File: config.mk
export PLATFORM = sky130hd
export DESIGN_NAME = seqtr_controller
export DESIGN_NICKNAME = d
export VERILOG_FILES = /design/src/design/seqtr_pkg.sv /design/src/design/seqtr_controller.sv
export SDC_FILE = /design/constraint.sdc
export NUM_CORES = 1
export LEC_CHECK = 0
export BUFFER_PORTS_ARGS = -buffer_cell sky130_fd_sc_hd__buf_2
export CAP_MARGIN = 15
export CORE_AREA = 5 5 42 44
export CTS_CLUSTER_DIAMETER = 60
export CTS_CLUSTER_SIZE = 40
export DETAILED_ROUTE_END_ITERATION = 8
export DIE_AREA = 0 0 47 49
export HOLD_SLACK_MARGIN = 0.03
export MAX_ROUTING_LAYER = met4
export PLACE_DENSITY = 0.38
export SLEW_MARGIN = 20
export SYNTH_ARGS = -nofsm -noshare
export SYNTH_HDL_FRONTEND = slang
export SYNTH_SLANG_ARGS = --single-unit
File: constraint.sdc
create_clock -name clock -period 0.8 [get_ports clock]
set_input_delay 0.12 -clock clock [delete_from_list [all_inputs] [get_ports clock]]
set_output_delay 0.12 -clock clock [all_outputs]
set_load 0.05 [all_outputs]
File: src/design/seqtr_pkg.sv
// Package for the sequenced event trace ring.
// Holds the item types, record layout, request codes and the
// command and status structs between the controller and the datapath.
package seqtr_pkg;

   localparam int DEFAULT_RING_DEPTH = 16;
   localparam int LIMIT_W            = 7;
   localparam int SEQ_W              = 64;

   localparam logic REQ_WRITE    = 1'b0;
   localparam logic REQ_SNAPSHOT = 1'b1;

   typedef struct packed {
      logic               req_type;
      logic [63:0]        event_time;
      logic [7:0]         event_kind;
      logic [31:0]        subject_ident;
      logic [31:0]        actor_ident;
      logic signed [31:0] result_code;
      logic [63:0]        payload_a;
      logic [63:0]        payload_b;
      logic [LIMIT_W-1:0] out_limit;
   } req_item_type;

   typedef struct packed {
      logic               valid_res;
      logic [SEQ_W-1:0]   out_seq;
      logic [63:0]        out_time;
      logic [7:0]         out_kind;
      logic [31:0]        out_subject;
      logic [31:0]        out_actor;
      logic signed [31:0] out_code;
      logic [63:0]        out_payload_a;
      logic [63:0]        out_payload_b;
      logic               last;
   } rsp_item_type;

   typedef struct packed {
      logic [SEQ_W-1:0]   seq;
      logic [63:0]        time_stamp;
      logic [7:0]         kind;
      logic [31:0]        subject;
      logic [31:0]        actor;
      logic signed [31:0] code;
      logic [63:0]        payload_a;
      logic [63:0]        payload_b;
   } slot_rec_type;

   typedef struct packed {
      logic write_en;
      logic snap_start;
      logic fetch;
   } seqtr_cmd_type;

   typedef struct packed {
      logic last_fetch;
   } seqtr_status_type;

endpackage

File: src/design/seqtr_controller.sv
// Controller of the sequenced event trace ring: input handshake, snapshot
// sequencing and the result valid flag.
// Depends on seqtr_pkg; commands seqtr_datapath.
module seqtr_controller
   import seqtr_pkg::*;
(
   input  logic             clock,
   input  logic             reset,
   input  logic             req_valid,
   input  logic             req_type,
   output logic             req_stall,
   output logic             rsp_valid,
   input  logic             rsp_stall,
   input  seqtr_status_type status,
   output seqtr_cmd_type    cmd
);

   localparam logic [0:0] ST_IDLE = 1'b0;
   localparam logic [0:0] ST_RUN  = 1'b1;

   logic [0:0] state_ff, state_in;
   logic       rsp_valid_ff, rsp_valid_in;
   logic       req_acc;
   logic       out_free;

   always_comb begin
      req_stall      = (state_ff != ST_IDLE);
      req_acc        = req_valid && !req_stall;
      out_free       = !rsp_valid_ff || !rsp_stall;
      cmd.write_en   = req_acc && (req_type == REQ_WRITE);
      cmd.snap_start = req_acc && (req_type == REQ_SNAPSHOT);
      cmd.fetch      = (state_ff == ST_RUN) && out_free;
   end

   always_comb begin
      state_in     = state_ff;
      rsp_valid_in = rsp_valid_ff;
      if (cmd.fetch) begin
         rsp_valid_in = 1'b1;
      end else if (rsp_valid_ff && !rsp_stall) begin
         rsp_valid_in = 1'b0;
      end
      case (state_ff)
         ST_IDLE: begin
            if (cmd.snap_start) begin
               state_in = ST_RUN;
            end
         end
         ST_RUN: begin
            if (cmd.fetch && status.last_fetch) begin
               state_in = ST_IDLE;
            end
         end
         default: begin
            state_in = ST_IDLE;
         end
      endcase
   end

   always_ff @(posedge clock) begin
      if (reset) begin
         state_ff     <= ST_IDLE;
         rsp_valid_ff <= 1'b0;
      end else begin
         state_ff     <= state_in;
         rsp_valid_ff <= rsp_valid_in;
      end
   end

   assign rsp_valid = rsp_valid_ff;

   a_snap_enters_run: assert property (@(posedge clock) disable iff (reset)
      cmd.snap_start |=> state_ff == ST_RUN)
      else $error("snapshot accepted but controller did not start readout");

   a_fetch_needs_free_output: assert property (@(posedge clock) disable iff (reset)
      cmd.fetch |-> (!rsp_valid_ff || !rsp_stall))
      else $error("fetch would overwrite an item not yet taken");

   a_last_fetch_ends_run: assert property (@(posedge clock) disable iff (reset)
      (cmd.fetch && status.last_fetch) |=> (state_ff == ST_IDLE && rsp_valid_ff))
      else $error("readout did not end after its final item");

   a_no_write_during_run: assert property (@(posedge clock) disable iff (reset)
      cmd.write_en |-> (state_ff == ST_IDLE && !cmd.fetch))
      else $error("record written while a snapshot is being read");

endmodule

## Yosys cells after proc, flatten, opt, wreduce, memory -nomap -nowiden

Index checks and enable logic that the tools add are counted.
Widths: inputs -> output; s select.

| operators by class | value |
|---|---|
| bitwise operators | 2 |
| reductions and logical operators | 11 |
| mux-type cells | 5 |

Operators with widths:

| operator | count |
|---|---|
| $logic_and 1x1->1 | 6 |
| $mux 1 | 4 |
| $logic_not 1->1 | 3 |
| $not 1->1 | 2 |
| $pmux 1 s2 | 1 |
| $reduce_bool 2->1 | 1 |
| $logic_or 1x1->1 | 1 |

| storage, ports and cells | value |
|---|---|
| output and inout port bits | 5 |
| input bits | 6 |
| register bits | 2 |
| logic and storage cells | 20 |

## Depth between registers and ports, before layout

| depth | value |
|---|---|
| depth after elaboration | 6 |
| depth in mapped cells | 2 |
| gate-level depth less buffers | 2 |

## Worst setup path after synthesis

OpenSTA, ideal clock, no wires.

| path | value |
|---|---|
| path kind | reg2out |
| start | register state_ff, in the netlist req_stall |
| end | output cmd[2] (netlist name) |
| cell stages (with the launch flop) | 2 |
| path buffers | 0 |
| path slack | -1.049 ns |
| arrival | 1.729 ns |
| data required time | 0.680 ns |
| cells stage by stage | dfxtp_1 -> nor3b_1 |

RTL lines:

| element | RTL line | source |
|---|---|---|
| from (decl) | seqtr_controller.sv:21 | `logic [0:0] state_ff, state_in;` |
| from (signal assigned) | seqtr_controller.sv:65 | `state_ff <= state_in;` |
| to (decl) | seqtr_controller.sv:15 | `output seqtr_cmd_type cmd` |

==> flow_metrics.env <==
export IMPL_syn_inst=12
export IMPL_area_delta_synth_final_pct=171
export IMPL_clock_path_buffers=2
export IMPL_placed_cells=38
export IMPL_grt_pass1_vias=187
export IMPL_grtUsageTotal_pct=5.20
export IMPL_clkTransAtPathRegs_ns=0.04
export IMPL_fin_crit_ns=1.13
export IMPL_hold_end="rsp_valid"
export IMPL_crit_type="reg2out"
export IMPL_synth_edff_count=0
export IMPL_critPathMaxStageDelay_ns=0.35
export IMPL_path_max_fanout=5
export IMPL_first_pass_iters=1
export IMPL_reg2reg_to="req_stall"
export IMPL_worst_endpoint_required_ns=0.68
export IMPL_finalClockSkew_ns=0.0122
export IMPL_worstSetupStartpoint="req_stall"
export IMPL_power_density_nw_per_um2=1810
export IMPL_crit_chain="and3b_2 > buf_8"
export IMPL_reg2reg_depth=3
export IMPL_grt_use_met1_pct=5.93
export IMPL_final_nets=35
export IMPL_die_area_um2=2300
export IMPL_max_cap_viol_count=0
export IMPL_ys_seq_area_share_pct=37.6
export IMPL_via_count=154
export IMPL_grt_pass1_wl_um=793
export IMPL_cts_root_buffer="clkbuf_4"
export IMPL_setup_worst_path_start_class="flip-flop"
export IMPL_place_ws_ns=-0.164
export IMPL_path_delay_family="flip-flops"
export IMPL_die_h_um=49
export IMPL_irDropWorstVdd_mv=0.352
export IMPL_r2r_start="req_stall"
export IMPL_grt_met3_usage_pct=4.06
export IMPL_hp_class="in2reg"
export IMPL_power_uw=522
export IMPL_fin_cells=44
export IMPL_insertion_delay_ns=0.23
export IMPL_hp_start="reset"
export IMPL_syn_area_um2=106
export IMPL_place_congestion=0.725
export IMPL_async_flop_share_pct=0
export IMPL_fin_crit_sh_pct=141
export IMPL_yosys_cell_types_count=10
export IMPL_die_x_um=47
export IMPL_wirelength_um=462
export IMPL_synth_flop_cell="dfxtp_1"
export IMPL_grt_max_degree=6
export IMPL_placed_cell_area_um2=198
export IMPL_gr_total_overflow=0
export IMPL_hold_viol_final=0
export IMPL_io_buffers=10
export IMPL_start_util_pct=7.59
export IMPL_final_area_um2=288
export IMPL_pin_count=11
export IMPL_synth_area_per_cell_um2=8.86
export IMPL_synth_area_leaders="dfxtp_1, a21boi_0, and3b_1, o2bb2ai_1, buf_4"
export IMPL_drc_errors=0
export IMPL_busiest_layer="met1"
export IMPL_crit_buf_inv=1
export IMPL_antenna_found_initial=0
export IMPL_cpMaxStageDelayCell="dfxtp_4"
export IMPL_drv_slew=0
export IMPL_ys_ff_latch=2
export IMPL_synth_top_area_share_pct=37.6
export IMPL_synth_nets=18
export IMPL_clock_sinks=2
export IMPL_tightest_slew_ns=0.172
export IMPL_drtAntennaViolNets=0
export IMPL_whs_ns=0.0803
export IMPL_vias_per_cell=3.50
export IMPL_finalSetupViolCount=6
export IMPL_rows=14
export IMPL_p_leak_nw=0.131
export IMPL_diodes=0
export IMPL_worst_path_stages=2
export IMPL_drive_gt1_share_pct=78.6
export IMPL_rsz0062_at_grt="true"
export IMPL_cts_buffers=3
export IMPL_violations="negative setup slack"
export IMPL_min_path_cells=2
export IMPL_ys_top_cells_by_count="a21boi_0, dfxtp_1"
export IMPL_layout_setup_ws_ns=-0.327
export IMPL_r2r_setup_slack_ns=-0.16
export IMPL_core_area_um2=1400
export IMPL_cts_htree_levels=1
export IMPL_met2_usage_pct=5.66
export IMPL_fmax_mhz=888
export IMPL_avgRoutedWirePerCell_um=10.5
export IMPL_drt_iter0_markers=0
export IMPL_cts_tree="done"
export IMPL_relSlewSlack_pct=88.4
export IMPL_yosysWarningCount=0
export IMPL_cp_end_kind="primary output"
export IMPL_yosys_area_top_type="dfxtp_1"
export IMPL_status="complete, but fails checks"
export IMPL_crit_arrival_ns=1.01
-- how the worst max path moves through the flow --
stage and to:
2_1_floorplan req_stall, 3_3_place_gp cmd[1], 3_5_place_dp cmd[1], 4_1_cts cmd[1]
5_1_grt cmd[1], 6_report cmd[1]
-- power by group --
part	internal [mW]	switching, mW
logic	0.0711	0.0841
registers	0.104	0.00978
clock network	0.186	0.0674
total	0.361	0.161
-- flip-flops by register name, indices dropped and copies added (netlist names) --
signal     count
rsp_valid      1
req_stall      1
-- area by class of cell --
class | count | area [um2]
flip-flops and latches | 2 | 47.5
multi-input cells | 8 | 75.1
inverters | 1 | 3.75
repair buffers | 13 | 115
well taps | 16 | 20.0
fillers | 170 | 1110
clock buffers | 4 | 26.3
-- worst register-to-register path: cells and delay by family (launching register included) --
family | cells | cell delay, ns
buffers and inverters | 1 | 0.13
AOI/OAI and AO/OA | 1 | 0.11
DFF | 1 | 0.36
and+or+nand+nor | 1 | 0.24
-- stage by stage --
stage | TNS, ns | util (%)
floorplan | -0.753 | -
detailed placement | -0.373 | 14.1
finish | -1.25 | 20.5
CTS | -1.14 | 19.5
global placement | -0.337 | 14.1
global route | -1.46 | 20.5
-- kinds of logic (layout without fill, tap and decap cells) --
family | after synthesis | count (layout) | share of synthesized area [%]
AO/OA/AOI/OAI | 4 | 4 | 27.1
AND/OR/NAND/NOR | 4 | 4 | 24.7
flip-flops | 2 | 2 | 37.6
buffers and inverters | 2 | 18 | 10.6
-- cell usage in the layout (no fill, tap or decap), drive strengths merged --
cell	instances
and3b	1
nand2b	1
buf	13
o2bb2ai	1
inv	1
nor3b	1
a21boi	2
nor2	1
a21oi	1
clkbuf	4
dfxtp	2
-- what timing repair did --
action / in CTS / in global routing
hold buffers: 0 / 0
setup buffers: 1 / 1
endpoints found under the hold margin: 0 / 0
pin swaps: 2 / 1
resized for setup: 13 / 2
setup endpoints to repair: 6 / 7
-- layer usage --
layer	part of all wire, %	wire (um)
met1	46	211
met2	34	158
met3	17	80
met4	2.4	11
met5	0	0
Note: power is estimated with default switching activity, not from simulation.
